--- src/rtl/proof_digest_accumulator_defines.svh ---
// ----------------------------------------------------------------------------
// Proof digest accumulator assertion macros
// Concurrent assertion helpers clocked on clk_i and disabled during rst_ni.
// ----------------------------------------------------------------------------
`ifndef PROOF_DIGEST_ACCUMULATOR_DEFINES_SVH
`define PROOF_DIGEST_ACCUMULATOR_DEFINES_SVH

`ifndef SYNTH
// Checks a property on every rising clock edge outside reset.
`define PDA_ASSERT(lbl, prop) \
  lbl: assert property (@(posedge clk_i) disable iff (!rst_ni) prop) \
    else $error("proof digest accumulator: property failed");
// Checks that a condition never holds on any rising clock edge outside reset.
`define PDA_ASSERT_NEVER(lbl, cond) \
  `PDA_ASSERT(lbl, !(cond))
`else
`define PDA_ASSERT(lbl, prop)
`define PDA_ASSERT_NEVER(lbl, cond)
`endif

`endif

--- src/rtl/pda_pkg.sv ---
// ----------------------------------------------------------------------------
// Proof digest accumulator package
// Shared types, register indexes and mixing constants.
// ----------------------------------------------------------------------------
package pda_pkg;

  // Item operation codes as they arrive on the opcode port.
  typedef enum logic [1:0] {
    OP_FEED   = 2'd0,
    OP_WINDOW = 2'd1,
    OP_FINISH = 2'd2
  } opcode_e;

  // Configuration register indexes.
  localparam int unsigned CFG_IDX_W = 3;
  localparam logic [CFG_IDX_W-1:0] REG_SEED      = 3'd0;
  localparam logic [CFG_IDX_W-1:0] REG_EXPECTED  = 3'd1;
  localparam logic [CFG_IDX_W-1:0] REG_REQUIRED  = 3'd2;
  localparam logic [CFG_IDX_W-1:0] REG_NOT_BEFORE = 3'd3;
  localparam logic [CFG_IDX_W-1:0] REG_NOT_AFTER = 3'd4;

  // Mixer constants.
  localparam logic [63:0] MIX_MUL1   = 64'hBF58476D1CE4E5B9;
  localparam logic [63:0] MIX_MUL2   = 64'h94D049BB133111EB;
  localparam logic [63:0] FEED_SALT  = 64'h2D358DCCAA6C78A5;
  localparam logic [63:0] WIN_IN     = 64'h7C2F9A13E5D084B6;
  localparam logic [63:0] WIN_OUT    = 64'hE19B4D7608C35AF1;
  localparam logic [63:0] WIN_SALT   = 64'h4A2F81D95C76B3E0;
  localparam logic [63:0] MISS_TAG   = 64'hD6E8FEB86659FD93;
  localparam logic [63:0] MISS_SALT  = 64'hE7037ED1A0B428DB;
  localparam logic [63:0] WINDOW_BIT = 64'h0000000000000004;

  // Queue between the front and the back.
  localparam int unsigned QUEUE_DEPTH = 2;
  localparam int unsigned QPTR_W = (QUEUE_DEPTH > 1) ? $clog2(QUEUE_DEPTH) : 1;
  localparam int unsigned QCNT_W = $clog2(QUEUE_DEPTH + 1);

  // One configuration write as seen by the modules that own registers.
  typedef struct packed {
    logic                 valid;
    logic [CFG_IDX_W-1:0] index;
    logic [63:0]          data;
  } cfg_wr_t;

  // One classified word on its way from the front to the back.
  typedef struct packed {
    opcode_e     kind;
    logic [63:0] domain;
    logic [7:0]  data_byte;
    logic        last;
    logic        in_window;
  } pda_item_t;

  // Request to the mixer.
  typedef struct packed {
    logic        start;
    logic [63:0] x;
    logic [63:0] salt;
  } mix_req_t;

  // Status and result from the mixer.
  typedef struct packed {
    logic        busy;
    logic        done;
    logic [63:0] result;
  } mix_rsp_t;

endpackage

--- src/rtl/pda_mix.sv ---
// ----------------------------------------------------------------------------
// Proof digest accumulator mixer
// Salted splitmix64 finalizer built from 32-bit partial products.
// ----------------------------------------------------------------------------
module pda_mix import pda_pkg::*; (
  input  logic     clk_i,
  input  logic     rst_ni,
  input  mix_req_t req_i,
  output mix_rsp_t rsp_o
);

  typedef enum logic [2:0] {
    MX_IDLE,
    MX_M1A,
    MX_M1B,
    MX_M2A,
    MX_M2B
  } mx_state_e;

  mx_state_e   state_q;
  logic [63:0] x_q;
  logic [63:0] plo_q;
  logic [63:0] salted, mul_c, plo_d, prod;
  logic [31:0] cross_a, cross_b;

  assign salted = req_i.x ^ req_i.salt;
  assign mul_c  = ((state_q == MX_M1A) || (state_q == MX_M1B)) ? MIX_MUL1 : MIX_MUL2;

  // Low partial product in the first state of a multiply (M1A, M2A), the two
  // cross terms (only their low halves matter) and the sum in the second.
  assign plo_d   = x_q[31:0] * mul_c[31:0];
  assign cross_a = x_q[31:0] * mul_c[63:32];
  assign cross_b = x_q[63:32] * mul_c[31:0];
  assign prod    = plo_q + {cross_a + cross_b, 32'd0};

  assign rsp_o.busy   = (state_q != MX_IDLE);
  assign rsp_o.done   = (state_q == MX_M2B);
  assign rsp_o.result = prod ^ (prod >> 31);

  always_ff @(posedge clk_i or negedge rst_ni) begin
    if (!rst_ni) begin
      state_q <= MX_IDLE;
      x_q     <= '0;
      plo_q   <= '0;
    end else begin
      case (state_q)
        MX_IDLE: begin
          if (req_i.start) begin
            x_q     <= salted ^ (salted >> 30);
            state_q <= MX_M1A;
          end
        end
        MX_M1A: begin
          plo_q   <= plo_d;
          state_q <= MX_M1B;
        end
        MX_M1B: begin
          x_q     <= prod ^ (prod >> 27);
          state_q <= MX_M2A;
        end
        MX_M2A: begin
          plo_q   <= plo_d;
          state_q <= MX_M2B;
        end
        MX_M2B: begin
          state_q <= MX_IDLE;
        end
        default: begin
          state_q <= MX_IDLE;
        end
      endcase
    end
  end

endmodule

--- config.mk ---
export PLATFORM = sky130hd
export DESIGN_NAME = pda_mix
export DESIGN_NICKNAME = d
export VERILOG_FILES = /design/src/rtl/proof_digest_accumulator_defines.svh /design/src/rtl/pda_pkg.sv /design/src/rtl/pda_mix.sv
export SDC_FILE = /design/constraint.sdc
export NUM_CORES = 2
export LEC_CHECK = 0
export BUFFER_PORTS_ARGS = -buffer_cell sky130_fd_sc_hd__buf_2
export CAP_MARGIN = 25
export CORE_UTILIZATION = 61
export DETAILED_ROUTE_END_ITERATION = 10
export PLACE_DENSITY = 0.79
export SETUP_SLACK_MARGIN = 0.15
export SYNTH_ARGS = -nofsm -noshare
export SYNTH_HDL_FRONTEND = slang
export SYNTH_SLANG_ARGS = --single-unit
export TNS_END_PERCENT = 20
--- constraint.sdc ---
create_clock -name clk_i -period 21.2 [get_ports clk_i]
set_input_delay 6.36 -clock clk_i [delete_from_list [all_inputs] [get_ports clk_i]]
set_output_delay 6.36 -clock clk_i [all_outputs]
set_load 0.01 [all_outputs]
# Yosys cells after proc, flatten, opt, wreduce, memory -nomap -nowiden
# Index checks and enable logic that the tools add are counted.
# classes
n_reduce_logical	6
n_mul	3
muxes	5
n_eq_ne	5
bitwise_logic	4
n_addsub	2
# op_table
operator	count
$pmux 64 s2	1
$add 64x64->64	1
$mul 32x32->32	2
$mul 32x32->64	1
$mux 64	1
$xor 64x33->64	1
$xor 64x34->64	1
$xor 64x37->64	1
$xor 64x64->64	1
$mux 62	1
$add 32x32->32	1
$pmux 3 s4	1
$eq 3x2->1 const B	2
$eq 3x1->1 const B	1
$eq 3x3->1 const B	1
$logic_not 3->1	1
$mux 3	1
$reduce_bool 3->1	1
$ne 2x2->1 const B	1
$reduce_and 2->1	1
$reduce_bool 2->1	1
$reduce_or 2->1	1
$logic_or 1x1->1	1
# totals
inputBits	131
ff_bits	131
wordCells	28
output_inout_bits	66

# Depth between registers and ports, before layout
# logic_depth
ltp_word	8
mapped_depth	47
depth_no_buf	46

# Worst setup path after synthesis
# No wires, ideal clock.
# synth_path
kind	register to output
start	register state_q[1]
end	output rsp_o[32] in the netlist's numbering
n_path_buf	4
t_required_ns	14.840
path_stages_with_launch	45
path_slack_ns	3.967
t_arrival_ns	10.873
cell_sequence	dfrtp_1 -> buf_2 -> xor2_2 -> nand2_2 -> clkbuf_1 -> clkbuf_1 -> clkbuf_1 -> nor2_1 -> fa_1 -> inv_1 -> fa_1 -> inv_1 -> fa_1 -> fa_1 -> fa_1 -> inv_1 -> fa_1 -> inv_1 -> [9 not listed] -> nor2_1 -> nand2_1 -> o21a_1 -> o21ai_0 -> o21a_1 -> nor2_1 -> xnor2_1 -> ha_1 -> and2_1 -> and3_1 -> nand2_1 -> a2111oi_0 -> nor3_1 -> a21oi_1 -> a31oi_1 -> o21ai_0 -> xnor2_2 -> xor2_1
# synth_lines
element	line	text
start, declared	pda_mix.sv:20	mx_state_e state_q;
start signal, assigned	pda_mix.sv:42	state_q <= MX_IDLE;
start signal, assigned	pda_mix.sv:50	state_q <= MX_M1A;
start signal, assigned	pda_mix.sv:55	state_q <= MX_M1B;
end, declared	pda_mix.sv:9	output mix_rsp_t rsp_o

==> impl_results.md <==
* Status: completed
* Post-DRT Antenna Nets at 0
* Final setup violation count at 0
* Final Wtd Congestion at 1.12
* Total CTS buffers at 17
* Number of synthesized flops with an enable pin at 0
* Vias in the first global route at 42358
* Number of gates resized after cts at 0
* WS Path Type: flop to output pin
* Clock H-tree levels at 4
* Main combinational cell family by area after synthesis: adder cells
* Core area at around 87000 um2
* Commonest cells in the netlist: inv_1, fa_1, ha_1, nand2_1, xnor2_1
* Area grow syn2layout at 6.29%
* Total Wirelength at approximately 200000 um
* Row cnt at 108
* Syn Inst Count at roughly 5500
* Hold buffer count at cts at 0
* Port bufs at 196
* Average routed wire per standard cell at roughly 29 um
* Ys async rst share at 100%
* Area share of fa/ha/maj cells after synthesis at roughly 63%
* Post-synth top area cell: fa_1
* Final period util at 94.5%
* Synth Area in Compound Gates at roughly 6.6%
* Crit start category: flop
* Post-synthesis mux area share at 0.0396%
* Minimum clock period at between 20 and 25 ns
* HP Class: flop to flop
* Fin nets at about 8000
* Ranking of synthesized cells by area: fa_1, ha_1, inv_1, dfrtp_1, xnor2_1
* CP Capture Type: output pin
* Fmax at roughly 50 MHz
* Mapped cell area at between 50000 and 60000 um2
* Unique masters post-synth at just over 70
* Slew Limit Fails at 0
* Setup Total Neg Slack at 0 ns
* Setup Skew at 0.00862 ns
* Max_slew headroom at roughly 24%
* Critical Path Slowest Stage Cell: inv_6
* Most frequent cell after synthesis: inv_1
* Post-DP HPWL at approximately 180000 um
* Die area at around 90000 um2
* Max Cap Viol at 0
* Via/cell ratio at 5.76
* Global-route wire length before repair at about 290000 um
* GRT Total Usage at a little under half
* Share of layout cells above drive strength 1 at under 10%
* Fill cells at between 7000 and 8000
* Flop-to-flop setup slack at 7.68 ns
* Warnings, synthesis at 0
* Unrepaired setup endpoints after global routing: false
* IO Pins at between 150 and 200
* Post-CTS setup buffers at 0
* Crit path DAT at 13.68 ns
* Post-Synth XOR/XNOR Area at just under 7%
* Die W at around 300 um
* Peak fanout along the critical path at 57
* Count of final hold-check violations at 0
* Drt drc at 0
* Initial core utilization at approximately 60%
* Initial antenna violation count at 9
* Pin count of the biggest net entering global routing at 72
* Critical Path RT at about 15 ns
* 1st-pass router iterations at 8
* Total number of vias at between 40000 and 50000
* Register area share after synthesis at between 6 and 7%
* Main synth FF type: dfrtp_1
* Aggregate global routing overflow at 0
* Worst-Margin Slew at 1.13 ns
* Crit path top cell by count: fa_1
* Post-Synth Simple-Gate Area at 5.35%
* Worst-path clk slew at ~0.06 ns
* Synthesized flop and latch total at 131
* Clk buf depth at 2
* Clk sink count at around 130
* Share of the synthesized area in the top cell type at around 44%
* CP max stage delay at 0.67 ns
* Initial DRC count at 4177
* CTS tree: built
* Latest clock arrival within the worst-skew pair at 0.43 ns
* Avg Inst Size Synth at between 9 and 10 um2
* CTS Root Cell: clkbuf_16
* Chip Height at roughly 300 um
[layout by cell type (no fill, tap or decap), types with 131 or more instances in the layout]
cell     instances
a21oi_1        145
buf_2          195
ha_1           782
inv_1         1664
nor2_1         169
nand2_1        330
fa_1          1188
dfrtp_1        131
o21ai_0        194
xnor2_1        302
[registers in the layout (all words and copies together) (netlist names)]
| register | flops |
|---|---|
| plo_q | 64 |
| x_q | 64 |
| state_q | 3 |
[metal layers]
metal	vias up	track usage [%]	part of all wire, %
li1	16948	-	-
met2	2456	66.3	42
met3	515	14.8	13
met1	20082	62.4	38
met5	-	2.17	0.14
met4	18	24.7	6.7
[critical path, delay by kind of cell (launching register included)]
family                   cells  cell delay (ns)
AND/OR/NAND/NOR             11             2.42
AO/OA/AOI/OAI                8             2.32
XOR/XNOR                     5             1.24
buffers and inverters        7             1.14
adder cells (fa/ha/maj)     12             5.51
flip-flops                   1             0.55
[kinds of logic (layout without fill, tap and decap cells)]
| logic type | Yosys count | count (layout) |
|---|---|---|
| other | 2 | 77 |
| buffers and inverters | 1804 | 1970 |
| multiplexers | 2 | 2 |
| AND/OR/NAND/NOR | 659 | 659 |
| AO/OA/AOI/OAI | 581 | 581 |
| flip-flops | 131 | 131 |
| adder cells (fa/ha/maj) | 1971 | 1971 |
| XOR/XNOR | 397 | 397 |
[worst paths after layout]
| kind | cells past startpoint | start | endpoint |
|---|---|---|---|
| min in group asynchronous | 1 | rst_ni | plo_q[59]$_DFFE_PN0P_ |
| min reg2reg | 2 | plo_q[49]$_DFFE_PN0P_ | plo_q[49]$_DFFE_PN0P_ |
| max reg2reg | 41 | state_q[1]$_DFFE_PN0P_ | x_q[35]$_DFFE_PN0P_ |
| max in group asynchronous | 2 | rst_ni | plo_q[1]$_DFFE_PN0P_ |
| min | 2 | plo_q[49]$_DFFE_PN0P_ | plo_q[49]$_DFFE_PN0P_ |
| max | 43 | state_q[1]$_DFFE_PN0P_ | rsp_o[32] |
[through the flow]
step / cell area [um2] / hold slack [ns] / util [%] / instances / worst slack, ns
6_report: 57100 / 0.495 / 65.6 / 6943 / 1.16
5_1_grt: 57100 / 0.528 / 65.6 / 6939 / 0.563
4_1_cts: 57100 / 0.497 / 65.6 / 6939 / 1.28
3_5_place_dp: 56500 / 0.485 / 64.9 / 6907 / 1.80
3_3_place_gp: 56400 / 0.477 / 64.9 / 6904 / 2.08
2_1_floorplan: 54000 / 0.456 / - / 5618 / 3.97
[layout make-up]
class                           instances  area, um2  share of cell area, %
Clock inverter                         15        194                  0.340
Multi-Input combinational cell       3683      43900                   76.9
Sequential cell                       131       3280                   5.74
Inverter                             1669       6290                   11.0
Tap cell                             1155       1450                   2.53
Timing Repair Buffer                  269       1540                   2.69
Antenna cell                            4       10.0                 0.0175
Clock buffer                           17        425                  0.745
Power is not shown: default switching activity piles up to over one toggle a cycle in this logic, so the estimate is an artifact.
