File: config.mk
export PLATFORM = sky130hd
export DESIGN_NAME = pda_back
export DESIGN_NICKNAME = d
export VERILOG_FILES = /design/src/rtl/proof_digest_accumulator_defines.svh /design/src/rtl/pda_pkg.sv /design/src/rtl/pda_back.sv
export SDC_FILE = /design/constraint.sdc
export NUM_CORES = 1
export LEC_CHECK = 0
export BUFFER_PORTS_ARGS = -buffer_cell sky130_fd_sc_hd__buf_2
export CAP_MARGIN = 20
export CORE_UTILIZATION = 51
export DETAILED_ROUTE_END_ITERATION = 7
export PLACE_DENSITY = 0.77
export SYNTH_ARGS = -nofsm -noshare
export SYNTH_HDL_FRONTEND = slang
export SYNTH_SLANG_ARGS = --single-unit
File: constraint.sdc
create_clock -name clk_i -period 2.1 [get_ports clk_i]
set_input_delay 0.105 -clock clk_i [delete_from_list [all_inputs] [get_ports clk_i]]
set_output_delay 0.105 -clock clk_i [all_outputs]
set_load 0.02 [all_outputs]
File: src/rtl/proof_digest_accumulator_defines.svh
// ----------------------------------------------------------------------------
// Proof digest accumulator assertion macros
// Concurrent assertion helpers clocked on clk_i and disabled during rst_ni.
// ----------------------------------------------------------------------------
`ifndef PROOF_DIGEST_ACCUMULATOR_DEFINES_SVH
`define PROOF_DIGEST_ACCUMULATOR_DEFINES_SVH

`ifndef SYNTH
// Checks a property on every rising clock edge outside reset.
`define PDA_ASSERT(lbl, prop) \
  lbl: assert property (@(posedge clk_i) disable iff (!rst_ni) prop) \
    else $error("proof digest accumulator: property failed");
// Checks that a condition never holds on any rising clock edge outside reset.
`define PDA_ASSERT_NEVER(lbl, cond) \
  `PDA_ASSERT(lbl, !(cond))
`else
`define PDA_ASSERT(lbl, prop)
`define PDA_ASSERT_NEVER(lbl, cond)
`endif

`endif

File: src/rtl/pda_pkg.sv
// ----------------------------------------------------------------------------
// Proof digest accumulator package
// Shared types, register indexes and mixing constants.
// ----------------------------------------------------------------------------
package pda_pkg;

  // Item operation codes as they arrive on the opcode port.
  typedef enum logic [1:0] {
    OP_FEED   = 2'd0,
    OP_WINDOW = 2'd1,
    OP_FINISH = 2'd2
  } opcode_e;

  // Configuration register indexes.
  localparam int unsigned CFG_IDX_W = 3;
  localparam logic [CFG_IDX_W-1:0] REG_SEED      = 3'd0;
  localparam logic [CFG_IDX_W-1:0] REG_EXPECTED  = 3'd1;
  localparam logic [CFG_IDX_W-1:0] REG_REQUIRED  = 3'd2;
  localparam logic [CFG_IDX_W-1:0] REG_NOT_BEFORE = 3'd3;
  localparam logic [CFG_IDX_W-1:0] REG_NOT_AFTER = 3'd4;

  // Mixer constants.
  localparam logic [63:0] MIX_MUL1   = 64'hBF58476D1CE4E5B9;
  localparam logic [63:0] MIX_MUL2   = 64'h94D049BB133111EB;
  localparam logic [63:0] FEED_SALT  = 64'h2D358DCCAA6C78A5;
  localparam logic [63:0] WIN_IN     = 64'h7C2F9A13E5D084B6;
  localparam logic [63:0] WIN_OUT    = 64'hE19B4D7608C35AF1;
  localparam logic [63:0] WIN_SALT   = 64'h4A2F81D95C76B3E0;
  localparam logic [63:0] MISS_TAG   = 64'hD6E8FEB86659FD93;
  localparam logic [63:0] MISS_SALT  = 64'hE7037ED1A0B428DB;
  localparam logic [63:0] WINDOW_BIT = 64'h0000000000000004;

  // Queue between the front and the back.
  localparam int unsigned QUEUE_DEPTH = 2;
  localparam int unsigned QPTR_W = (QUEUE_DEPTH > 1) ? $clog2(QUEUE_DEPTH) : 1;
  localparam int unsigned QCNT_W = $clog2(QUEUE_DEPTH + 1);

  // One configuration write as seen by the modules that own registers.
  typedef struct packed {
    logic                 valid;
    logic [CFG_IDX_W-1:0] index;
    logic [63:0]          data;
  } cfg_wr_t;

  // One classified word on its way from the front to the back.
  typedef struct packed {
    opcode_e     kind;
    logic [63:0] domain;
    logic [7:0]  data_byte;
    logic        last;
    logic        in_window;
  } pda_item_t;

  // Request to the mixer.
  typedef struct packed {
    logic        start;
    logic [63:0] x;
    logic [63:0] salt;
  } mix_req_t;

  // Status and result from the mixer.
  typedef struct packed {
    logic        busy;
    logic        done;
    logic [63:0] result;
  } mix_rsp_t;

endpackage

File: src/rtl/pda_back.sv
// ----------------------------------------------------------------------------
// Proof digest accumulator back end
// Holds the digest state, drives the mixer and produces finish words.
// ----------------------------------------------------------------------------
module pda_back import pda_pkg::*; (
  input  logic        clk_i,
  input  logic        rst_ni,
  input  cfg_wr_t     cfg_wr_i,
  input  logic        q_empty_i,
  input  pda_item_t   q_item_i,
  output logic        q_pop_o,
  output mix_req_t    mix_req_o,
  input  mix_rsp_t    mix_rsp_i,
  input  logic        pop_i,
  output logic        out_valid_o,
  output logic [63:0] contribution_o
);

  typedef enum logic {
    BK_IDLE,
    BK_WAIT
  } bk_state_e;

  bk_state_e   state_q;
  opcode_e     kind_q;
  logic        last_q;
  logic [5:0]  bit_sel_q;
  logic [63:0] digest_q;
  logic [63:0] mask_q;
  logic        seen_q;
  logic [63:0] cnt_q;
  logic [63:0] expected_q;
  logic [63:0] required_q;
  logic        out_valid_q;
  logic [63:0] out_q;
  logic        pass, stall;

  assign pass = seen_q && ((mask_q & required_q) == required_q);

  // A finish has to wait until the previous finish word has been taken.
  assign stall = (q_item_i.kind == OP_FINISH) && out_valid_q;

  always_comb begin
    q_pop_o        = (state_q == BK_IDLE) && !q_empty_i && !stall;
    mix_req_o.start = 1'b0;
    mix_req_o.x     = digest_q ^ q_item_i.domain ^ cnt_q ^ {56'd0, q_item_i.data_byte};
    mix_req_o.salt  = FEED_SALT;
    case (q_item_i.kind)
      OP_FEED: begin
        mix_req_o.start = q_pop_o;
      end
      OP_WINDOW: begin
        mix_req_o.start = q_pop_o;
        mix_req_o.x     = digest_q ^ (q_item_i.in_window ? WIN_IN : WIN_OUT);
        mix_req_o.salt  = WIN_SALT;
      end
      OP_FINISH: begin
        mix_req_o.start = q_pop_o && !pass;
        mix_req_o.x     = digest_q ^ q_item_i.domain ^ mask_q ^ required_q ^ MISS_TAG;
        mix_req_o.salt  = MISS_SALT;
      end
      default: ;
    endcase
  end

  assign out_valid_o    = out_valid_q;
  assign contribution_o = out_q;

  always_ff @(posedge clk_i or negedge rst_ni) begin
    if (!rst_ni) begin
      state_q     <= BK_IDLE;
      kind_q      <= OP_FEED;
      last_q      <= 1'b0;
      bit_sel_q   <= '0;
      digest_q    <= '0;
      mask_q      <= '0;
      seen_q      <= 1'b0;
      cnt_q       <= '0;
      expected_q  <= 64'd1;
      required_q  <= '0;
      out_valid_q <= 1'b0;
      out_q       <= '0;
    end else begin
      if (pop_i && out_valid_q) begin
        out_valid_q <= 1'b0;
      end
      case (state_q)
        BK_IDLE: begin
          if (q_pop_o) begin
            kind_q    <= q_item_i.kind;
            last_q    <= q_item_i.last;
            bit_sel_q <= q_item_i.domain[5:0];
            if ((q_item_i.kind == OP_FINISH) && pass) begin
              out_q       <= digest_q ^ expected_q;
              out_valid_q <= 1'b1;
            end else begin
              state_q <= BK_WAIT;
            end
          end
        end
        BK_WAIT: begin
          if (mix_rsp_i.done) begin
            state_q <= BK_IDLE;
            case (kind_q)
              OP_FEED: begin
                digest_q <= mix_rsp_i.result;
                if (last_q) begin
                  mask_q <= mask_q | (64'd1 << bit_sel_q);
                  seen_q <= 1'b1;
                  cnt_q  <= '0;
                end else begin
                  cnt_q <= cnt_q + 64'd1;
                end
              end
              OP_WINDOW: begin
                digest_q <= mix_rsp_i.result;
                mask_q   <= mask_q | WINDOW_BIT;
                seen_q   <= 1'b1;
              end
              OP_FINISH: begin
                out_q       <= mix_rsp_i.result | 64'd1;
                out_valid_q <= 1'b1;
              end
              default: ;
            endcase
          end
        end
        default: begin
          state_q <= BK_IDLE;
        end
      endcase
      // Writes must arrive only while the block is idle; the block does not enforce it.
      if (cfg_wr_i.valid) begin
        case (cfg_wr_i.index)
          REG_SEED:     digest_q   <= cfg_wr_i.data;
          REG_EXPECTED: expected_q <= cfg_wr_i.data;
          REG_REQUIRED: required_q <= cfg_wr_i.data;
          default: ;
        endcase
      end
    end
  end

endmodule
# After elaboration in Yosys (flattened, before gate mapping)
# Cells that the tools add are included.
[totals]
register_bits = 396
latchBits = 0
ram_bits = 0
mem_bits_ro = 0
output_inout_bits = 195
n_memories = 0
[classes]
n_addsub = 1
mul = 0
n_div = 0
order_cmp = 0
n_eq_ne = 12
shifts = 1
muxes = 28
n_bitwise = 12
n_reduce_logical = 23
[ops]
columns = ["op", "n"]
rows = [
  ["64-bit two-way mux", 12],
  ["64-bit XOR", 6],
  ["128-bit one-hot mux with 2 select lines", 1],
  ["64-bit one-hot mux with 2 select lines", 2],
  ["64-bit by 1-bit adder with 64-bit output, second input constant", 1],
  ["64-bit AND", 1],
  ["64-bit == test", 1],
  ["64-bit bitwise OR", 1],
  ["1-bit by 6-bit left shift with 64-bit output, first input constant", 1],
  ["64-bit by 8-bit XOR with 64-bit output", 1],
  ["39-bit inverter", 1],
  ["1-bit two-way mux", 9],
  ["1-bit one-hot mux with 2 select lines", 4],
  ["4-bit AND reduction", 2],
  ["1-bit logical AND", 7],
  ["2-bit != test, second input constant", 3],
  ["2-bit AND reduction", 3],
  ["5-bit AND reduction", 1],
  ["2-bit by 1-bit == test with 1-bit output, second input constant", 2],
  ["2-bit == test, second input constant", 2],
  ["2-bit zero test", 2],
  ["2-bit by 1-bit != test with 1-bit output, second input constant", 2],
  ["2-bit OR reduction", 2],
  ["3-bit by 1-bit == test with 1-bit output, second input constant", 1],
  ["6 further kinds", 9],
]

# Depth between registers and ports, before layout
[depth]
ltp_word = 7
depth_mapped = 9
depth_no_buf = 7

# Worst setup path before layout
# No wires, ideal clock.
[synth_timing]
path_kind = "reg-to-reg"
start = "register required_q[34]"
end = "register out_q[10], in the netlist contribution_o[10]"
setup_time_ns = 0.126
t_arrival_ns = 2.214
setup_slack_ns = -0.240
stages_incl_launch_ff = 8
path_buffers = 1
period_less_slack_ns = 2.340
cell_sequence = "dfrtp_1 -> nor2b_1 -> a2111oi_1 -> nand4_1 -> nor4_4 -> a41oi_4 -> buf_6 -> a221o_1"
[synth_between]
elab_chain_cells = 6
[synth_rtl]
columns = ["item", "line", "rtl"]
rows = [
  ["start, declared", "pda_back.sv:33", "logic [63:0] required_q;"],
  ["start signal, assigned", "pda_back.sv:137", "REG_REQUIRED: required_q <= cfg_wr_i.data;"],
  ["64-bit AND", "pda_back.sv:38", "assign pass = seen_q && ((mask_q & required_q) == required_q);"],
  ["64-bit == test (*)", "pda_back.sv:38", ""],
  ["1-bit logical AND (*)", "pda_back.sv:38", ""],
  ["1-bit logical AND (*)", "pda_back.sv:93", "if ((q_item_i.kind == OP_FINISH) && pass) begin"],
  ["2-bit by 1-bit != test with 1-bit output (no line) (*)", "n/a", ""],
  ["4-bit AND reduction (no line) (*)", "n/a", ""],
  ["end signal, assigned", "pda_back.sv:94", "out_q <= digest_q ^ expected_q;"],
  ["end signal, assigned", "pda_back.sv:121", "out_q <= mix_rsp_i.result | 64'd1;"],
  ["end, declared", "pda_back.sv:35", "logic [63:0] out_q;"],
]
# Every way passes the cells marked *; elsewhere a longest branch is shown, timed or not.
# A chain may end at the register's enable or synchronous reset.

# Final worst setup path
[layout_timing]
start = "register required_q[7]"
end = "register out_q[22], in the netlist contribution_o[22]"
# The elaborated chain is that of the path after synthesis.

==> out/summary.txt <==
ROUTING
---------------------------------------------------------------------------------------
First-pass DRT Iterations                                                             5
Routed WL                                                                      85000 um
Number of nets with antenna violations after routing                                  0
Total routed wire length on the met1 layer                                     31800 um
Via count of the routed design                                                    20235
Remaining DRCs                                                                        0
Top routing layer in use                                                           met5
Routed length on met2                                                          40300 um
Number of violations reported at the end of detailed-routing iteration 0           1970
Average via count per standard cell                                                6.07
Routed wire per std cell                                                        25.5 um
Routed length on met3                                                           7950 um

STA
---------------------------------------------------------------------------------------
Final setup fails                                                                   104
Worst Tran Pin Value                                                             771 ps
Max transition margin                                                             48.0%
Setup TNS after final layout                                                  -36250 ps
Setup Skew                                                                      25.4 ps
Post-route clock period utilization                                                127%
Min Tclk post-route                                                             2670 ps
Worst hold-check slack                                                          70.2 ps
Hold violation count in the final report                                              0
Pins over their slew limit                                                            0
Unrepaired setup endpoints after global routing                                     yes
Fin worst setup slack                                                           -566 ps
Fmax                                                                          0.375 GHz

CTS
---------------------------------------------------------------------------------------
Root buffer selected by CTS                                                   clkbuf_16
Num CTS Buffers                                                                      44
Deepest clock path buffer count                                                       3
TritonCTS clock tree                                                                yes
Clock sinks                                                                         396
Clock Pin Slew Worst Setup and Hold Paths                                         60 ps
H-Tree Level Count                                                                    2
Clk_lat worst skew                                                               600 ps

SETUP PATH
---------------------------------------------------------------------------------------
Worst Reg-to-Reg Cells                                                               10
Arrival time at the worst endpoint                                              3120 ps
Crit path max-delay family                                                 compound AO/OA/AOI/OAI gates
CP startpoint kind                                                             register
Critical register-to-register path startpoint                              required_q[7]
Most frequent cell on the critical path                                           buf_4
Worst path cell trace                                                      nor2b_1, a2111oi_4, buf_4, nand3_2, nor4_4, buf_4, a41oi_4, buf_12, clkbuf_16, a221o_1
Crit-path max cell delay                                                         390 ps
Peak fanout along the critical path                                                   7
Crit path max-delay cell type                                                   dfrtp_1
Nature of the critical path endpoint                                           register
Combined buffer and inverter count along the critical path                            4
Critical path type                                                         register to register
Crit path launch                                                           required_q[7]
CP required                                                                     2560 ps
Depth of the critical timing path with buffers and inverters included                10

SYNTHESIS
---------------------------------------------------------------------------------------
Yosys reg bits                                                                      396
Fraction of post-synthesis cell area in the top cell type by area                 45.5%
Most frequently used flop master after synthesis                                dfrtp_1
Asr flop ratio synth                                                               100%
Number of cells produced by synthesis                                              2029
Average cell area after synthesis                                             10.7 um^2
Cell accounting for the most synthesized area                                   dfrtp_1
Area of the mapped netlist                                                  0.0217 mm^2
Yosys warnings                                                                        0
Biggest area contributors in the synthesized netlist                       dfrtp_1 (45%), xnor2_1 (10%), mux2_2 (6.5%), xor2_1 (6.4%), mux2i_1 (3.0%)
Post-synthesis cell type count                                                       62
Post-synth EDFFs                                                                      0
Most common cell in the netlist                                                 dfrtp_1
Most frequent cells after synthesis                                        dfrtp_1 (395), xnor2_1 (259), xor2_1 (159)
Proportion of synthesized chip area in sequential cells                           45.6%

RUN
---------------------------------------------------------------------------------------
Max Cap Violations                                                                    0

GRT
---------------------------------------------------------------------------------------
Number of global-route vias before repair                                         19842
Wire length of the first global-routing pass                                  118000 um
Initial antenna violation count                                                       3
GRT Overall Usage                                                                 35.5%
Overflow left after global routing                                                    0
Pin count of the biggest net entering global routing                                129

POWER AND IR DROP
---------------------------------------------------------------------------------------
Power share of the clock group                                                    23.1%
Fraction of power spent switching nets                                            37.5%
Reg power frac                                                                    34.9%
Total internal power                                                           0.0208 W
Power spent charging and discharging nets                                      0.0125 W
Maximum vdd ir drop                                                              738 uV
Power per cell area                                                        1050 mW/mm^2
Reported leakage power                                                          14.6 nW
Combinational share of power                                                      42.0%

PLACED DESIGN
---------------------------------------------------------------------------------------
Count of port buffers added during placement                                        392
Routability Congestion                                                            0.944
Placed cell area                                                            0.0257 mm^2
Half-perimeter wire length after detailed placement                            51100 um

RUN STATUS
---------------------------------------------------------------------------------------
Result of the run                                                          finished, violations left
Violated checks                                                            setup timing

FINISH
---------------------------------------------------------------------------------------
Synth-to-Final Area Change                                                        44.9%
Layout cells sized above 1                                                        39.8%
Count of fill cells added during filler insertion                                  2522
Count of nets after finishing                                                      2980
Total non-filler cell area in the finished layout                           0.0315 mm^2

DIE
---------------------------------------------------------------------------------------
Height of the chip                                                               208 um
Number of standard-cell rows in the floorplan                                        75
Core area                                                                   0.0420 mm^2
Overall die area                                                            0.0435 mm^2
Effective utilization at floorplan                                                51.7%
Horizontal die dimension                                                         208 um
Boundary pin count                                                                  409

MIN PATH
---------------------------------------------------------------------------------------
Hold Path Class                                                            input pin to async pin

layout by cell type, fill, tap and decap left out, types with 6 or more instances in the layout:
cell type      synthesis  routed
a2111oi_4              0       8
a21oi_1               62      52
a21oi_2                0      10
a221o_1               63      63
a221oi_1              51      41
a221oi_2               0      10
and2_1                67      66
buf_12                 0      20
buf_16                 0       6
buf_2                  6     361
buf_4                 59     238
buf_6                  6      42
clkbuf_1              88      10
clkbuf_16              0      55
clkbuf_8               0       8
clkinv_2               0      13
conb_1                 2      15
dfrtp_1              395     376
dfrtp_2                0      19
dlygate4sd3_1          0     159
inv_1                 54      53
mux2_2               125     125
mux2i_1               66      66
nand2_1              117     116
nand3_1               33      28
nand4_1               19      19
nor2_1                72      70
nor2b_1               37      29
nor3_1                17      11
nor4_4                 4       7
o21ai_0              109     101
o21bai_1              49      49
o221ai_1               6       6
o22ai_1               11      10
xnor2_1              259     157
xnor2_2                0      62
xnor2_4                0      40
xor2_1               159     139
xor2_2                 0      16
power groups by stage:
stage          Combinational, W  Clock, W  Sequential [W]
5_1_grt                  0.0147   0.00800          0.0118
4_1_cts                  0.0124   0.00766          0.0113
6_report                 0.0140   0.00768          0.0116
2_1_floorplan           0.00664         0          0.0117
3_3_place_gp             0.0107         0          0.0112
3_5_place_dp             0.0111         0          0.0113
sequential cells by signal, indices dropped and copies added, names as in the netlist:
register / count
state_q: 1
out_valid_o: 1
cnt_q: 64
contribution_o: 64
bit_sel_q: 6
required_q: 64
expected_q: 64
seen_q: 1
kind_q: 2
last_q: 1
digest_q: 64
mask_q: 64
metal layers:
layer  global-route usage [%]  up-vias
met1                     45.6    10173
met3                     5.99      308
li1                         -     8475
met5                        0        -
met4                     15.2        2
met2                     59.3     1277
metrics by stage:
stage	power [W]	cells	worst slack, ps	util, %
finish	0.0332	3336	-566	75.0
global route	0.0345	3333	-611	74.9
CTS	0.0314	3293	-462	71.3
detailed placement	0.0224	3047	-554	61.1
global placement	0.0220	3047	-523	61.1
floorplan	0.0183	2042	-217	-
worst paths after layout:
path                                 endpoint  slack, ps
min                        contribution_o[61]         70
max reg2reg                contribution_o[22]       -570
max                        contribution_o[22]       -570
max in group asynchronous        digest_q[50]       1190
min in group clk_i             required_q[17]        220
min reg2reg                contribution_o[47]        510
what timing repair did:
item / in CTS / in global routing
setup buffers: 9 / 40
pin swaps: 42 / 130
hold buffers: 160 / 0
setup endpoints to repair: 137 / 180
gates cloned: 3 / 13
resized for setup: 176 / 188
endpoints found under the hold margin: 647 / 0
cell families (layout without fill, tap and decap cells):
kind of cell	after synthesis	count (layout)	synth area share, %
AOI/OAI and AO/OA	378	378	12.5
xor gates and xnor gates	418	418	16.8
adders and majority gates	7	7	0.403
buffers and inverters	223	975	5.11
DFF	396	396	45.6
muxes	191	191	9.51
other	2	18	0.0345
and+or+nand+nor	414	414	10.0
area by class of cell:
| cell class | count | area, um^2 | area share [%] |
|---|---|---|---|
| flip-flops and latches | 396 | 9930 | 31.5 |
| clock buffers | 63 | 1270 | 4.04 |
| repair buffers | 839 | 6520 | 20.7 |
| clock inverters | 18 | 130 | 0.413 |
| inverters | 55 | 208 | 0.659 |
| diodes | 3 | 7.51 | 0.0238 |
| multi-input cells | 1423 | 12800 | 40.5 |
| well taps | 539 | 674 | 2.14 |
(Power assumes the default switching activity.)
