`config.mk`:
```
export PLATFORM = sky130hd
export DESIGN_NAME = pda_front
export DESIGN_NICKNAME = d
export VERILOG_FILES = /design/src/rtl/proof_digest_accumulator_defines.svh /design/src/rtl/pda_pkg.sv /design/src/rtl/pda_front.sv
export SDC_FILE = /design/constraint.sdc
export NUM_CORES = 1
export LEC_CHECK = 0
export BUFFER_PORTS_ARGS = -buffer_cell sky130_fd_sc_hd__buf_2
export CAP_MARGIN = 10
export CORE_MARGIN = 1
export CORE_UTILIZATION = 45
export CTS_BUF_LIST = sky130_fd_sc_hd__clkbuf_16
export CTS_CLUSTER_DIAMETER = 100
export CTS_CLUSTER_SIZE = 40
export DETAILED_ROUTE_END_ITERATION = 12
export HOLD_SLACK_MARGIN = 0.08
export PLACE_DENSITY = 0.73
export SYNTH_ARGS = -nofsm -noshare
export SYNTH_HDL_FRONTEND = slang
export SYNTH_SLANG_ARGS = --single-unit
export TNS_END_PERCENT = 20
```
`constraint.sdc`:
```
create_clock -name clk_i -period 2.75 [get_ports clk_i]
set_input_delay 0.275 -clock clk_i [delete_from_list [all_inputs] [get_ports clk_i]]
set_output_delay 0.275 -clock clk_i [all_outputs]
set_load 0.02 [all_outputs]
```
`src/rtl/proof_digest_accumulator_defines.svh`:
```
// ----------------------------------------------------------------------------
// Proof digest accumulator assertion macros
// Concurrent assertion helpers clocked on clk_i and disabled during rst_ni.
// ----------------------------------------------------------------------------
`ifndef PROOF_DIGEST_ACCUMULATOR_DEFINES_SVH
`define PROOF_DIGEST_ACCUMULATOR_DEFINES_SVH

`ifndef SYNTH
// Checks a property on every rising clock edge outside reset.
`define PDA_ASSERT(lbl, prop) \
  lbl: assert property (@(posedge clk_i) disable iff (!rst_ni) prop) \
    else $error("proof digest accumulator: property failed");
// Checks that a condition never holds on any rising clock edge outside reset.
`define PDA_ASSERT_NEVER(lbl, cond) \
  `PDA_ASSERT(lbl, !(cond))
`else
`define PDA_ASSERT(lbl, prop)
`define PDA_ASSERT_NEVER(lbl, cond)
`endif

`endif

```
`src/rtl/pda_pkg.sv`:
```
// ----------------------------------------------------------------------------
// Proof digest accumulator package
// Shared types, register indexes and mixing constants.
// ----------------------------------------------------------------------------
package pda_pkg;

  // Item operation codes as they arrive on the opcode port.
  typedef enum logic [1:0] {
    OP_FEED   = 2'd0,
    OP_WINDOW = 2'd1,
    OP_FINISH = 2'd2
  } opcode_e;

  // Configuration register indexes.
  localparam int unsigned CFG_IDX_W = 3;
  localparam logic [CFG_IDX_W-1:0] REG_SEED      = 3'd0;
  localparam logic [CFG_IDX_W-1:0] REG_EXPECTED  = 3'd1;
  localparam logic [CFG_IDX_W-1:0] REG_REQUIRED  = 3'd2;
  localparam logic [CFG_IDX_W-1:0] REG_NOT_BEFORE = 3'd3;
  localparam logic [CFG_IDX_W-1:0] REG_NOT_AFTER = 3'd4;

  // Mixer constants.
  localparam logic [63:0] MIX_MUL1   = 64'hBF58476D1CE4E5B9;
  localparam logic [63:0] MIX_MUL2   = 64'h94D049BB133111EB;
  localparam logic [63:0] FEED_SALT  = 64'h2D358DCCAA6C78A5;
  localparam logic [63:0] WIN_IN     = 64'h7C2F9A13E5D084B6;
  localparam logic [63:0] WIN_OUT    = 64'hE19B4D7608C35AF1;
  localparam logic [63:0] WIN_SALT   = 64'h4A2F81D95C76B3E0;
  localparam logic [63:0] MISS_TAG   = 64'hD6E8FEB86659FD93;
  localparam logic [63:0] MISS_SALT  = 64'hE7037ED1A0B428DB;
  localparam logic [63:0] WINDOW_BIT = 64'h0000000000000004;

  // Queue between the front and the back.
  localparam int unsigned QUEUE_DEPTH = 2;
  localparam int unsigned QPTR_W = (QUEUE_DEPTH > 1) ? $clog2(QUEUE_DEPTH) : 1;
  localparam int unsigned QCNT_W = $clog2(QUEUE_DEPTH + 1);

  // One configuration write as seen by the modules that own registers.
  typedef struct packed {
    logic                 valid;
    logic [CFG_IDX_W-1:0] index;
    logic [63:0]          data;
  } cfg_wr_t;

  // One classified word on its way from the front to the back.
  typedef struct packed {
    opcode_e     kind;
    logic [63:0] domain;
    logic [7:0]  data_byte;
    logic        last;
    logic        in_window;
  } pda_item_t;

  // Request to the mixer.
  typedef struct packed {
    logic        start;
    logic [63:0] x;
    logic [63:0] salt;
  } mix_req_t;

  // Status and result from the mixer.
  typedef struct packed {
    logic        busy;
    logic        done;
    logic [63:0] result;
  } mix_rsp_t;

endpackage

```
`src/rtl/pda_front.sv`:
```
// ----------------------------------------------------------------------------
// Proof digest accumulator front end
// Accepts input words, runs the epoch window check and queues the work.
// ----------------------------------------------------------------------------
module pda_front import pda_pkg::*; (
  input  logic        clk_i,
  input  logic        rst_ni,
  input  cfg_wr_t     cfg_wr_i,
  input  logic        push_i,
  output logic        full_o,
  input  logic [1:0]  opcode_i,
  input  logic [63:0] domain_i,
  input  logic [7:0]  data_byte_i,
  input  logic        last_i,
  input  logic [63:0] now_epoch_i,
  input  logic        q_full_i,
  output logic        q_push_o,
  output pda_item_t   q_item_o
);

  logic [63:0] not_before_q;
  logic [63:0] not_after_q;
  logic        lower_ok, upper_ok, known_op;

  // The epoch bounds are only needed here, so they live in the front.
  always_ff @(posedge clk_i or negedge rst_ni) begin
    if (!rst_ni) begin
      not_before_q <= '0;
      not_after_q  <= '0;
    end else if (cfg_wr_i.valid) begin
      case (cfg_wr_i.index)
        REG_NOT_BEFORE: not_before_q <= cfg_wr_i.data;
        REG_NOT_AFTER:  not_after_q  <= cfg_wr_i.data;
        default: ;
      endcase
    end
  end

  assign lower_ok = (not_before_q == '0) || (now_epoch_i >= not_before_q);
  assign upper_ok = (not_after_q == '0) || (now_epoch_i <= not_after_q);

  // The unused opcode is taken and dropped without reaching the queue.
  assign known_op = (opcode_i == OP_FEED) || (opcode_i == OP_WINDOW) ||
                    (opcode_i == OP_FINISH);

  assign full_o   = q_full_i;
  assign q_push_o = push_i && !q_full_i && known_op;

  always_comb begin
    q_item_o.kind      = opcode_e'(opcode_i);
    q_item_o.domain    = domain_i;
    q_item_o.data_byte = data_byte_i;
    q_item_o.last      = last_i;
    q_item_o.in_window = lower_ok && upper_ok;
  end

endmodule

```
Word level (Yosys, flattened, before mapping):

Cells that the tools add are included.

* bits in registers: 128
* input bits: 211
* output and inout port bits: 78
* logic and storage cells: 21

* $lt $le $gt $ge: 2
* equality and inequality tests: 4
* reductions and logical operators: 13

Operators with widths (number)
* $logic_not A64 Y1: 2
* $ge A64 B64 Y1: 1
* $le A64 B64 Y1: 1
* $logic_or A1 B1 Y1: 4
* $reduce_and A2 Y1: 2
* $eq A3 B2 Y1 const B: 1
* $eq A3 B3 Y1 const B: 1
* $logic_and A1 B1 Y1: 3
* $eq A2 B1 Y1 const B: 1
* $eq A2 B2 Y1 const B: 1
* $logic_not A2 Y1: 1
* $logic_not A1 Y1: 1

Logic depth before layout (Yosys ltp):

Gate-level depths: netlist (run 1).

* depth in word-level cells: 4
* depth in mapped cells: 9
* gate-level depth less buffers: 9

Least setup slack after synthesis (run 1):

Ideal clock, no wire load.

* path kind: reg2out
* start: register not_after_q[14]
* end: output q_item_o[0] in the netlist's numbering
* data arrival time: 2.442 ns
* data required time: 2.475 ns
* path slack: 0.033 ns
* stages on the path, launching flop included: 9
* path through: dfrtp_1 inv_1 ha_1 nand4_1 or4_1 or4_1 o21ai_2 o211ai_2 a211oi_2

RTL lines
* start: declaration: line pda_front.sv:22 `logic [63:0] not_after_q;`
* start signal: assignment: line pda_front.sv:33 `REG_NOT_AFTER: not_after_q <= cfg_wr_i.data;`
* end: declaration: line pda_front.sv:18 `output pda_item_t q_item_o`

==> flow_summary.ini, run 1 <==
[logic_synthesis]
async_flop_share_pct = 100
synthFlopType = dfrtp_1
synth_area_um2 = 8650
synth_warnings = 0
synth_cell_types = 43
synth_largest_area_cell = dfrtp_1
yosysSeqAreaShare_pct = 37.0
yosys_register_bits = 128
netlist_top_cells_area = dfrtp_1 (37%), ha_1 (19%), mux2_2 (8.5%)
netlist_instances = 914
synth_fp_nets = 1253
syn_avg_cell_area_um2 = 9.46
synth_top_area_share_pct = 37.0
synth-edff-count = 0

[power]
pwr-share-seq_pct = 36.7
irDropWorstVdd_mv = 0.455
p_clk_share_pct = 34.2
powerDensity_nw_per_um2 = 682
power_frac_comb_pct = 29.1
switchingPower_uw = 2220
swShare_pct = 31.2
intPower_uw = 4890
power.leakage_uw = 0.00518

[detailed_routing]
final_antenna_net_count = 0
dr.pass1.iters = 5
wl_met2_um = 11000
drc = 0
wl_met3_um = 1060
wl_met1_um = 9830
routed-via-count = 6930
drt_iter0_markers = 370
post_drt_wl_per_cell_um = 17.1
viasPerCell = 5.32
topRoutingLayerUsed = met5
drt-total-wl_um = 22300

[placed_design]
finalWeightedCongestion = 0.855
dpl.hpwl_um = 17200
port_buffers = 142
dp_cells = 1239

[finish]
final_nets = 1394
synthToLayoutAreaGrowth_pct = 20.5
n_antenna_cell = 0
stdcell_count = 1302
drive_above_1_share_pct = 28.5

[setup_path]
crit_required_ps = 2480
path_class = reg -> out
cp_max_fo = 2
r2r_start = not_before_q[22]
rr_endpoint = not_before_q[22]
crit_arrival_ps = 2900
cp-start-kind = flop
r2r.worst_path.cells = 2
r2r_setup_slack_ps = 1820
critPathCaptureType = primary output
crit_start = not_after_q[13]

[clocking]
root_buffer = clkbuf_16
cts.sinks = 128
cts_inserted_buffers = 17
clk_pin_slew_ps = 60
clk_latency_ps = 430
h-tree-depth = 4
cts_tree = yes
cts_buffer_depth = 2

[die]
coreArea_um2 = 18800
num_rows = 50
die_h_um = 141
start_util_pct = 46.1
die_w_um = 141
die_area_um2 = 19800
num_io_pins = 289

[run_status]
status = finished, violations left
violations = negative setup slack

[min_path]
hp-class = in -> reg
min_to = not_after_q[48]
min_from = cfg_wr_i[48]
hold_depth = 3

[global_route]
grt_antenna_before_repair = 1
overflow = 0
grt_usage_pct = 23.9
grt_max_degree = 83
grt_pass1_wl_um = 36100
grt_pass1_vias = 7159

[timing]
fmax_mhz = 315
setup_violations = 1
hold_viol = 0
slew_headroom_pct = 60.2
fin_tns_setup_ps = -425
worstMarginPinSlew_ps = 597
min_period_over_period_pct = 115
worst_slack_ps = -425
finClkSkew_ps = 0
min_period_ps = 3170
rsz0062_at_grt = true
finalMaxSlewViolations = 0

[job]
cap_violations = 0
Yosys cell counts, types with 2 or more instances:
library cell and count:
a21o_1 8, a221oi_1 5, nor4_1 36, and4_1 4, dfrtp_1 128, a211oi_1 5
o211ai_1 4, buf_4 76, o21ai_1 2, nand3_1 13, inv_1 129, clkbuf_1 19
o21a_1 2, nand2_1 94, nor3_1 7, ha_1 128, mux2_2 65, o21ai_0 76
or4_1 3, a221o_1 4, a21oi_1 46, nand4_1 32, nor2_1 8
sequential cells by signal, summed over array words and instances, names as in the netlist:
signal / flops
not_before_q: 64
not_after_q: 64
final cells by class:
cell class / instances / area, um2
inverter: 129 / 484
clock buffer: 17 / 425
timing repair buffer: 218 / 1400
multi-input combinational: 561 / 4420
clock inverter: 15 / 201
sequential: 128 / 3200
fill: 1699 / 8350
tap: 234 / 293
stage by stage:
step	total power (uW)	hold slack (ps)	util [%]	worst slack, ps	instance area (um2)
CTS	7130	80.8	55.3	-474	10400
floorplan	3940	-20.6	-	33.0	8650
global placement	4520	306	50.0	-173	9390
detailed placement	4600	307	50.0	-180	9390
global route	7580	84.2	55.5	-508	10400
finish	7100	84.0	55.5	-425	10400
worst max path at each step:
stage,to,cells after the start
4_1_cts,q_item_o[0],9
6_report,q_item_o[0],9
2_1_floorplan,q_item_o[0],8
3_3_place_gp,q_item_o[0],9
3_5_place_dp,q_item_o[0],9
5_1_grt,q_item_o[0],9
layout by cell type, fill, tap and decap left out, types with 5 or more instances in the layout:
cell | netlist | routed
buf_2 | 0 | 140
inv_1 | 129 | 129
dfrtp_1 | 128 | 128
ha_1 | 128 | 125
nand2_1 | 94 | 94
o21ai_0 | 76 | 76
mux2_2 | 65 | 65
a21oi_1 | 46 | 46
buf_4 | 76 | 45
nand4_1 | 32 | 32
nor4_1 | 36 | 31
dlygate4sd3_1 | 0 | 30
clkbuf_16 | 0 | 17
nand3_1 | 13 | 13
nor2_1 | 8 | 8
a21o_1 | 8 | 8
nor3_1 | 7 | 6
a211oi_1 | 5 | 5
nor4_2 | 0 | 5
bufinv_16 | 0 | 5
critical path, cell delays in order, from the launching register on:
cell,delay (ps)
dfrtp_1,370
inv_2,60
ha_4,260
nand4_1,150
or4_4,510
or4_4,450
o21ai_4,150
o211ai_2,110
a211oi_2,230
buf_4,190
cell families (layout without fill, tap and decap cells):
kind of cell	Yosys count	in the layout	share of synthesized area, %
multiplexers	65	65	8.47
adder cells (fa/ha/maj)	128	128	18.5
AND/OR/NAND/NOR	207	207	12.1
flip-flops	128	128	37.0
buffers and inverters	225	379	13.1
AO/OA/AOI/OAI	161	161	10.8
layer usage:
metal  GRT usage, %  vias to the layer above
li1               -                     3417
met1           29.2                     3290
met2           41.4                      171
met3           5.57                       50
met4           8.12                        2
met5              0                        -
power by group through the flow:
stage / logic [uW] / clock network (uW) / registers, uW
floorplan: 1430 / 0 / 2510
global placement: 1910 / 0 / 2610
detailed placement: 1980 / 0 / 2620
CTS: 2060 / 2470 / 2590
global route: 2370 / 2560 / 2650
finish: 2070 / 2430 / 2600
timing repair:
action,4_1_cts,5_1_grt
hold endpoints to repair,69,0
buffers inserted,1,0
hold buffers,30,0
pin swaps,5,6
gates resized for setup,10,8
setup endpoints to repair,1,1
(Power assumes the default switching activity.)
==> run 2: changes to the inputs <==
GPL_TIMING_DRIVEN = 0   (was default)
clock period = 3.6 ns   (was 2.75 ns; I/O delays follow)
==> flow_summary.ini, run 2 (same netlist as run 1, synthesis figures left out) <==
[run_status]
status = finished clean

[setup_path]
cp_max_fo = 3
path_class = reg -> out
worstPathCellList = inv_1 -> ha_1 -> nand4_1 -> or4_4 -> or4_4 -> o21ai_4 -> o211ai_2 -> a211oi_2 -> buf_4
crit_arrival_ps = 3130
crit_path_max_incr_delay_ps = 570
crit_required_ps = 3240
crit_slowest_cell = or4_4
cp-start-kind = flop
critPathCaptureType = primary output
path_common_cell = or4_4

[clocking]
clk_pin_slew_ps = 50
cts_setup_buffers = 0
cts_inserted_buffers = 17
cts.sinks = 128
h-tree-depth = 4
cts_tree = yes
clk_latency_ps = 420
cts_buffer_depth = 2
root_buffer = clkbuf_16

[detailed_routing]
post_drt_wl_per_cell_um = 16.6
drt-total-wl_um = 23200
dr.pass1.iters = 5
routed-via-count = 7359
viasPerCell = 5.26
drc = 0
final_antenna_net_count = 0
drt_iter0_markers = 359

[job]
cap_violations = 0

[timing]
finClkSkew_ps = 0
worstMarginPinSlew_ps = 860
min_period_over_period_pct = 96.9
slew_headroom_pct = 42.4
fmax_mhz = 287
finalMaxSlewViolations = 0
rsz0062_at_grt = false
setup_violations = 0
fin_tns_setup_ps = 0
min_period_ps = 3490
hold_viol = 0

[placed_design]
dpl.hpwl_um = 18800
dp_cells = 1364
post_dp_cell_area_um2 = 10100
finalWeightedCongestion = 0.898
port_buffers = 215

[finish]
synthToLayoutAreaGrowth_pct = 23.1
reg_top3 = not_after_q: 64 flops, not_before_q: 64 flops
utilization_pct = 56.7
nFillCells = 1679
final_nets = 1489
final_cell_mix = buf_2 (213), inv_1 (133), dfrtp_1 (128)
drive_above_1_share_pct = 33.5
final_area_um2 = 10600
stdcell_count = 1398
layout_commonest_cell = buf_2

[die]
coreArea_um2 = 18800
die_area_um2 = 19800
start_util_pct = 46.1
die_w_um = 141
die_h_um = 141
num_rows = 50
num_io_pins = 289

[global_route]
grt_pass1_vias = 6992
grt_max_degree = 77
overflow = 0
grt_antenna_before_repair = 2
grt_usage_pct = 23.9
grt_pass1_wl_um = 35900

[power]
irDropWorstVdd_mv = 0.347
powerDensity_nw_per_um2 = 485
power.leakage_uw = 0.00546

[min_path]
hp-class = in -> reg
## run 2: cell types whose count changed in the layout (fill, tap and decap cells not counted), sizes merged
cell / change
inv: +1
bufinv: -3
clkbuf: +19
diode: +1
dlygate4sd3: -29
clkinv: +2
buf: +105
## run 2: cell type report
class / instances / area (um2) / area share [%]
Clock inverter: 15 / 111 / 1.05
Sequential cell: 128 / 3200 / 30.1
Buffer: 96 / 646 / 6.06
Antenna cell: 1 / 2.50 / 0.0235
Clock buffer: 17 / 425 / 4.00
Multi-Input combinational cell: 561 / 4360 / 40.9
Inverter: 129 / 484 / 4.55
Tap cell: 234 / 293 / 2.75
Timing Repair Buffer: 217 / 1120 / 10.5
## run 2: critical path: cells and delay by family (launching register included)
kind	cells	cell delay, ps
AND/OR/NAND/NOR	3	1170
AO/OA/AOI/OAI	3	630
flip-flops	1	340
adder cells (fa/ha/maj)	1	300
buffers and inverters	2	260
## run 2: routing by layer
layer,up-vias,GRT usage [%],routed length [um]
met5,-,0,12
met4,2,8.12,522
met1,3475,29.8,10100
met2,247,41.0,11200
met3,35,5.03,1280
li1,3600,-,-
## run 2: worst paths after layout
| check | start | endpoint | slack (ps) | cells after the start |
|---|---|---|---|---|
| setup / recovery | not_after_q[14] | q_item_o[0] | 110 | 9 |
| hold / removal | cfg_wr_i[8] | not_after_q[8] | 150 | 3 |
| setup reg to reg | not_before_q[18] | not_before_q[18] | 2750 | 1 |
| hold reg to reg | not_before_q[2] | not_before_q[2] | 530 | 1 |
| max in group asynchronous | rst_ni | not_before_q[29] | 2390 | 3 |
| min in group asynchronous | rst_ni | not_before_q[57] | 450 | 2 |
## run 2: through the flow
step	setup slack (ps)	hold slack (ps)	total power, uW
finish	110	153	5160
global route	1.45	158	5490
CTS	9.75	146	5170
detailed placement	323	353	3560
global placement	341	516	3480
floorplan	798	64.4	3010
## run 2: where the power goes
part	switching, uW	internal, uW	total (uW)
sequential	240	1750	1990
clock	619	985	1600
combinational	837	730	1570
## run 2: timing repair
action                                  4_1_cts  5_1_grt
hold endpoints to repair                     52        0
pin swaps                                     1        5
hold buffers                                  1        0
resized for setup                             0        6
endpoints found under the setup margin        1        1
==> run 3: changes to the inputs <==
ABC_AREA = 1   (was default)
PLACE_DENSITY = 0.72   (was 0.73)
SLEW_MARGIN = 20   (was default)
==> flow_summary.ini, run 3 <==
[setup_path]
critPathCaptureType = primary output
r2r_setup_slack_ps = 2880
r2r.worst_path.cells = 2
path_common_cell = nand2_1
crit_path_max_incr_delay_ps = 340
crit_required_ps = 3240
rr_endpoint = not_after_q[35]
crit_slowest_cell = dfrtp_1
r2r_start = not_after_q[35]
path_class = reg -> out
worstPathCellList = inv_1 -> ha_1 -> nand2_1 -> nor2_1 -> nand4_1 -> nand3_1 -> nand2_1 -> nand2_1 -> nand2_1 -> nand2_1 -> nand2_1 -> nand2_1 -> nand2_1 -> inv_1 -> buf_2
cp-start-kind = flop
crit_arrival_ps = 2370
cp_max_fo = 2

[logic_synthesis]
yosysSeqAreaShare_pct = 35.7
syn_avg_cell_area_um2 = 7.65
synthFlopType = dfrtp_1
synth_cell_types = 20
synth_largest_area_cell = dfrtp_1
netlist_instances = 1172
synth_top_area_share_pct = 35.7
synth_top_cells_by_count = nand2_1 (260), inv_1 (216), o21ai_0 (142)
netlist_top_cells_area = dfrtp_1 (36%), ha_1 (18%), nand2_1 (11%)
async_flop_share_pct = 100
yosys_register_bits = 128
synth_fp_nets = 1511
synth_most_common_cell = nand2_1
synth-edff-count = 0
synth_warnings = 0
synth_area_um2 = 8970

[finish]
drive_above_1_share_pct = 23.2
final_nets = 1747
final_cell_mix = nand2_1 (260), buf_2 (218), inv_1 (216)
synthToLayoutAreaGrowth_pct = 23.7
reg_top3 = not_after_q: 64 flops, not_before_q: 64 flops
final_area_um2 = 11100
layout_commonest_cell = nand2_1

[detailed_routing]
viasPerCell = 4.77
final_antenna_net_count = 0
drt_iter0_markers = 351
dr.pass1.iters = 5
drt-total-wl_um = 22300
drc = 0
routed-via-count = 8060
post_drt_wl_per_cell_um = 13.2

[global_route]
grt_pass1_wl_um = 36400
grt_usage_pct = 22.9
overflow = 0
grt_pass1_vias = 7574
grt_max_degree = 70
grt_antenna_before_repair = 3

[clocking]
cts_inserted_buffers = 17
cts_buffer_depth = 2
root_buffer = clkbuf_16
clk_pin_slew_ps = 60
h-tree-depth = 4
cts.sinks = 128
cts_setup_buffers = 0
clk_latency_ps = 420
cts_tree = yes

[timing]
hold_viol = 0
min_period_ps = 2730
finalMaxSlewViolations = 0
worstMarginPinSlew_ps = 526
finClkSkew_ps = 0
fin_tns_setup_ps = 0
slew_headroom_pct = 64.9
rsz0062_at_grt = false
min_period_over_period_pct = 75.9
setup_violations = 0
fmax_mhz = 366

[die]
num_rows = 51
die_w_um = 143
num_io_pins = 289
die_area_um2 = 20500
coreArea_um2 = 19500
die_h_um = 143
start_util_pct = 45.9

[min_path]
min_to = not_before_q[52]
hold_depth = 3
min_from = cfg_wr_i[52]
hp-class = in -> reg

[placed_design]
finalWeightedCongestion = 0.877
port_buffers = 215
post_dp_cell_area_um2 = 10400
dpl.hpwl_um = 17900

[run_status]
status = finished clean

[power]
powerDensity_nw_per_um2 = 482
irDropWorstVdd_mv = 0.319
p_total_uw = 5350
power.leakage_uw = 0.00614

[job]
cap_violations = 0
run 3: cell types whose count changed in the layout (fill, tap and decap cells not counted), sizes merged, moves of 5 or more:
cell	before	now
nand4	32	26
buf	293	298
nor2	8	61
nand2	96	260
a21oi	46	59
o211ai	5	0
nor4	36	15
a221oi	5	0
a21o	8	3
o21ai	79	142
nand3	13	18
inv	133	216
mux2	65	0
a211oi	6	0
run 3: area by class of cell:
cell class | count | area [um2]
diodes | 3 | 7.51
plain buffers | 104 | 681
clock buffers | 17 | 425
clock inverters | 15 | 241
fillers | 1847 | 8430
inverters | 216 | 811
multi-input cells | 724 | 4270
flip-flops and latches | 128 | 3200
well taps | 265 | 332
repair buffers | 217 | 1120
run 3: cell families after synthesis:
logic type | count (synthesis) | share of synthesized area (%)
DFF | 128 | 35.7
buffers and inverters | 320 | 16.6
and+or+nand+nor | 386 | 17.8
adders and majority gates | 128 | 17.9
AOI/OAI and AO/OA | 210 | 12.0
run 3: how the worst max path moves through the flow:
stage | cells past startpoint | endpoint | slack, ps | startpoint
finish | 15 | q_item_o[0] | 870 | not_before_q[7]
global route | 14 | q_item_o[0] | 580 | not_after_q[31]
CTS | 14 | q_item_o[0] | 780 | not_after_q[31]
detailed placement | 14 | q_item_o[0] | 1160 | now_epoch_i[31]
global placement | 1 | not_before_q[15] | 440 | rst_ni
floorplan | 12 | q_item_o[0] | 1740 | not_after_q[47]
run 3: per-layer routing:
layer	wire [um]	GRT usage, %	vias up
li1	-	-	4158
met1	10100	29.5	3657
met2	10900	39.2	224
met3	1100	3.96	21
met4	282	6.73	0
met5	0	0	-
run 3: power breakdown:
| group | leakage, uW | switching, uW | internal [uW] | total, uW |
|---|---|---|---|---|
| clock | 0.000314 | 652 | 1290 | 1950 |
| combinational | 0.00422 | 861 | 641 | 1500 |
| sequential | 0.00161 | 190 | 1710 | 1900 |
| total | 0.00614 | 1700 | 3640 | 5350 |
run 3: what timing repair did:
item,4_1_cts,5_1_grt
endpoints found under the hold margin,59,0
gates resized for setup,0,0
hold buffers,1,0
run 3: critical path, delay by kind of cell (launching register included):
family,cells,cell delay [ps]
adders and majority gates,1,290
buffers and inverters,3,310
and+or+nand+nor,11,1000
DFF,1,340
run 3: stage by stage:
step                      std cells  setup WS (ps)  hold slack [ps]  utilization (%)
final                          1689            869              203             56.8
after floorplan                1172           1740             64.4                -
after global placement         1652            441              467             53.1
after CTS                      1686            778              183             56.8
after detailed placement       1653           1160              322             53.3
after global routing           1687            579              205             56.8
